==> config.mk <==
export PLATFORM = sky130hd
export DESIGN_NAME = rla_cfg
export DESIGN_NICKNAME = d
export VERILOG_FILES = /design/src/sv/rla_pkg.sv /design/src/sv/rla_cfg.sv
export SDC_FILE = /design/constraint.sdc
export NUM_CORES = 1
export LEC_CHECK = 0
export BUFFER_PORTS_ARGS = -buffer_cell sky130_fd_sc_hd__buf_2
export CORE_ASPECT_RATIO = 1.5
export CORE_UTILIZATION = 35
export CTS_CLUSTER_SIZE = 24
export DETAILED_ROUTE_END_ITERATION = 6
export PLACE_DENSITY_LB_ADDON = 0.15
export SETUP_SLACK_MARGIN = 0.5
export SLEW_MARGIN = 20
export SYNTH_ARGS = -nofsm -noshare
export SYNTH_HDL_FRONTEND = slang
export SYNTH_SLANG_ARGS = --single-unit
==> constraint.sdc <==
create_clock -name i_clk -period 1.1 [get_ports i_clk]
set_input_delay 0.11 -clock i_clk [delete_from_list [all_inputs] [get_ports i_clk]]
set_output_delay 0.11 -clock i_clk [all_outputs]
set_load 0.03 [all_outputs]
==> src/sv/rla_pkg.sv <==
// ----------------------------------------------------------------------------
// Regression loss accumulator package
// Shared command codes, register indexes, loss mode codes, limits and types.
// ----------------------------------------------------------------------------
package rla_pkg;

    localparam logic [1:0] CMD_LOAD  = 2'd0;
    localparam logic [1:0] CMD_DATA  = 2'd1;
    localparam logic [1:0] CMD_CLEAR = 2'd2;

    localparam logic [1:0] LOSS_SQUARED  = 2'd0;
    localparam logic [1:0] LOSS_ABS      = 2'd1;
    localparam logic [1:0] LOSS_MISCLASS = 2'd2;

    localparam logic REG_LOSS_MODE     = 1'b0;
    localparam logic REG_FEATURE_COUNT = 1'b1;

    localparam logic [1:0] LOSS_MODE_RESET     = 2'd0;
    localparam logic [8:0] FEATURE_COUNT_RESET = 9'd16;

    localparam logic [62:0] LOSS_MAX = '1;
    localparam logic signed [32:0] ONE_Q16 = 33'sd65536;

    typedef struct packed {
        logic [1:0] loss_mode;
        logic [8:0] feature_count;
    } t_cfg;

    typedef enum logic [3:0] {
        ST_IDLE,
        ST_MUL,
        ST_ACC,
        ST_RES,
        ST_MAG,
        ST_SQ_HH,
        ST_SQ_HL,
        ST_SQ_LL,
        ST_SQ_SUM,
        ST_EMIT
    } t_state;

endpackage

==> src/sv/rla_cfg.sv <==
// ----------------------------------------------------------------------------
// Regression loss accumulator configuration registers
// APB-style register file holding the loss mode and the feature count.
// ----------------------------------------------------------------------------
module rla_cfg (
    input  logic          i_clk,
    input  logic          i_rst_n,
    input  logic          psel,
    input  logic          penable,
    input  logic          pwrite,
    input  logic [2:0]    paddr,
    input  logic [31:0]   pwdata,
    output logic [31:0]   prdata,
    output logic          pready,
    output rla_pkg::t_cfg o_cfg
);

    rla_pkg::t_cfg r_cfg;
    logic          wr_en;

    assign pready = 1'b1;
    assign wr_en  = psel && penable && pwrite;

    always_ff @(posedge i_clk) begin
        if (!i_rst_n) begin
            r_cfg.loss_mode     <= rla_pkg::LOSS_MODE_RESET;
            r_cfg.feature_count <= rla_pkg::FEATURE_COUNT_RESET;
        end else if (wr_en) begin
            unique case (paddr[2])
                rla_pkg::REG_LOSS_MODE:     r_cfg.loss_mode     <= pwdata[1:0];
                rla_pkg::REG_FEATURE_COUNT: r_cfg.feature_count <= pwdata[8:0];
            endcase
        end
    end

    always_comb begin
        unique case (paddr[2])
            rla_pkg::REG_LOSS_MODE:     prdata = {30'd0, r_cfg.loss_mode};
            rla_pkg::REG_FEATURE_COUNT: prdata = {23'd0, r_cfg.feature_count};
        endcase
    end

    assign o_cfg = r_cfg;

endmodule

# ---- After elaboration in Yosys (flattened, before gate mapping)
# Cells that the tools add are included.
dict set report word_totals {
  register_bits 11
  input_bits 40
  elab_cells 8
  output_inout_bits 44
}
dict set report classes {
  n_mux 1
  n_reduce_logical 4
  bitwise 1
}
# op count
set op_table {}
lappend op_table {{32-bit one-hot mux with 2 select lines} 1}
lappend op_table {{2-bit AND reduction} 2}
lappend op_table {{1-bit logical AND} 2}
lappend op_table {{1-bit inverter} 1}

# ---- Longest topological paths before layout
dict set report depth {
  depth_word 3
  ltp_mapped 3
  depth_no_buf 2
}

# ---- Least setup slack after synthesis
# No wires, ideal clock.
dict set report synth_path {
  kind {flip-flop to output port}
  from {register r_cfg, in the netlist o_cfg[0]}
  to {output port prdata[0]}
  setup_slack_ps 136
  path_stages_with_launch 2
  required_time_ps 990
  n_path_buf 0
  arrival_time_ps 854
  cell_sequence {dfxtp_1 > mux2_1}
}
dict set report synth_via {
  elab_chain_cells 1
}
# element line
set synth_lines {}
lappend synth_lines {{from (decl)} rla_cfg.sv:18} ;# rla_pkg::t_cfg r_cfg;
lappend synth_lines {{32-bit one-hot mux with 2 select lines} rla_cfg.sv:37} ;# unique case (paddr[2])
lappend synth_lines {{to (decl)} rla_cfg.sv:13} ;# output logic [31:0] prdata,
# Every way passes these cells. The select of a mux whose other input is x is not followed.

# ---- Worst setup path after layout
dict set report layout_path {
  from {register r_cfg, in the netlist o_cfg[10]}
  to {output port prdata[1]}
}
# The elaborated chain is that of the path after synthesis.

==> impl_metrics.tcl <==
set metrics [dict create \
    required_ps 990 \
    synth-adder-area-share_pct 0 \
    cts_buffer_depth 2 \
    insertion_delay_ps 270 \
    maxUsedRoutingLayer "met4" \
    antenna_found_initial 0 \
    synth-edff-count 0 \
    drive_above_1_share_pct 59.02 \
    holdWs_ps 68.98 \
    pwr-share-clk_pct 28.7 \
    syn-instance-count 83 \
    maxCapViolCount 0 \
    drc 0 \
    final_antenna_net_count 0 \
    synthFlopType "dfxtp_1" \
    first_pass_iters 2 \
    hold_path.class "input pin to register" \
    rsz0062_at_grt "true" \
    finalCritPeriodShare_pct 102.2 \
    yosysWarningCount 0 \
    crit_path_top_delay_cell "dfxtp_4" \
    fill_cells 194 \
    swShare_pct 35.40 \
    nets 163 \
    fin_cells 143 \
    arrival_ps 1010 \
    die_h_um 58.01 \
    htree_levels 1 \
    num_vias 608 \
    syn_area_per_cell_um2 8.819 \
    fin_crit_ps 1124 \
    synth.largest_area_cell "dfxtp_1" \
    min_delay_worst_endpoint "o_cfg[7]" \
    final-setup-viol-count 2 \
    design_area_um2 1094 \
    diodes 0 \
    synthesis.area_um2 732.0 \
    slew_violations 0 \
    io_pins 84 \
    synth_top_family_by_area "buffers and inverters" \
    dieWidth_um 39.34 \
    met3_length_um 121 \
    core-area_um2 1902 \
    p_sw_uw 336.1 \
    ir_worst_vdd_v 0.0004260 \
    crit_chain "mux2_4, buf_6" \
    cp-end-kind "output port" \
    powerDensity_nw_per_um2 868.0 \
    dieArea_um2 2282 \
    violations "negative setup slack" \
    portBuffers 34 \
    grt_max_degree 21 \
    fin_tns_setup_ps -43.09 \
    syn2layout_area_growth_pct 49.40 \
    synth_area_leaders "dfxtp_1 (30%), buf_4 (25%), mux2i_1 (15%), nand2_1 (9.2%), and2_1 (6.0%)" \
    ys_ff_latch 11 \
    yosysMostFrequentCell "buf_4" \
    dpl_worst_slack_ps 152.1 \
    met2_length_um 745 \
    m1WireLength_um 558 \
    rows 19 \
    vias_per_cell 4.252 \
    final_util_pct 57.50 \
    initial_core_util_pct 38.49 \
    synth-simple-area-share_pct 21.71 \
    overflow 0 \
    fin_total_pwr_uw 949.3 \
    yosysUniqueCellTypes 13 \
    synthTopCellsByCount "buf_4 (24), nand2_1 (18), dfxtp_1 (11), mux2i_1 (11), and2_1 (7)" \
    synthMuxAreaShare_pct 18.12 \
    power.share.combinational_pct 29.3 \
    status "finished with violations" \
    reg2reg_depth 3 \
    rr_endpoint "o_cfg[3]" \
    start_kind "register" \
    fin_ws_ps -24.38 \
    yosysTopAreaCellShare_pct 30.09 \
    cts_root_buffer "clkbuf_4" \
    dp_hpwl_um 991.1 \
    place.gp.congestion 0.6651 \
    largest_reg_flops 11 \
    dp.cells 133 \
    synth_xor_area_share_pct 0 \
    placed_area_um2 867.1 \
    multi_input_area_um2 432.9 \
    seqPwrFrac_pct 42.0 \
    grt_pass1_vias 487 \
    grt_pass1_wl_mm 2.070 \
    wire_per_inst_um 10.36 \
    numClockSinks 11 \
    r2r-start "o_cfg[3]" \
    hold_violations 0 \
    cpPeakStageDelay_ps 340 \
    drtIter0Drc 5 \
    clk_pin_slew_worst_paths_ps 60 \
    numCtsBuffers 3 \
    intPower_uw 613.2 \
    tritoncts "yes" \
    fmax_mhz 889.4 \
    worstHoldStart "pwdata[7]" \
    drt_wl_total_mm 1.482 \
    critical_path_class "register to output port" \
    skew_ps 0 \
    ff_latch_area_um2 256.5 \
    reg2reg_slack_ps 390 \
    ys_async_sr_fraction_pct 0 \
    holdPathStages 3 \
    critPathMaxFanout 2 \
    synth_compound_area_share_pct 0 \
    ys_seq_area_share_pct 30.09 \
    grtUsageTotal_pct 13.65 \
    cts_hold_buf 0 \
    cellLeakagePower_nw 0.5439 \
]
layout make-up:
cell class	instances	share of cell area, %
multi-input cells	67	39.59
flip-flops and latches	11	23.46
clock buffers	4	2.403
well taps	21	2.403
repair buffers	40	32.15
worst max-delay path, delay by kind of cell, from the launching register on:
family                 cells  cell delay, ps
multiplexers               1             270
flip-flops                 1             340
buffers and inverters      1             140
power groups by stage:
stage / clock (mW) / sequential [mW] / combinational (mW)
final: 0.273 / 0.399 / 0.278
after CTS: 0.284 / 0.398 / 0.270
after global placement: 0 / 0.405 / 0.241
after detailed placement: 0 / 0.406 / 0.242
after global routing: 0.302 / 0.400 / 0.294
after floorplan: 0 / 0.423 / 0.247
repair_timing:
| item | 4_1_cts | 5_1_grt |
|---|---|---|
| endpoints found under the hold margin | 0 | 0 |
| pin swaps | 8 | 0 |
| setup buffers | 2 | 3 |
| gates resized for setup | 42 | 8 |
| gates cloned | 1 | 0 |
| setup endpoints to repair | 30 | 31 |
layer usage:
layer,global-route usage (%),up-vias
met1,15.25,272
li1,-,294
met3,2.299,5
met4,13.30,0
met2,20.48,37
met5,0,-
cells by family after synthesis:
kind of cell / after synthesis
DFF: 11
buffers and inverters: 28
muxes: 13
and+or+nand+nor: 29
other: 2
placed cells by master (no fill, tap or decap):
cell type,instances
nand4b_4,1
conb_1,24
buf_6,23
buf_4,3
buf_2,14
dfxtp_4,9
dfxtp_2,2
nand2_1,12
clkbuf_1,1
nor2b_1,2
clkbuf_4,3
nand2_2,6
mux2_4,2
mux2i_1,11
and2_4,7
and4_4,2
worst max-delay path by stage:
| stage | cells after the start | to | start |
|---|---|---|---|
| 2_1_floorplan | 1 | prdata[0] | o_cfg[9] |
| 3_3_place_gp | 3 | o_cfg[6] | paddr[2] |
| 3_5_place_dp | 3 | o_cfg[3] | paddr[2] |
| 4_1_cts | 2 | prdata[1] | o_cfg[10] |
| 5_1_grt | 2 | prdata[0] | o_cfg[9] |
| 6_report | 2 | prdata[1] | o_cfg[10] |
Power figures use the tool's default switching activity.
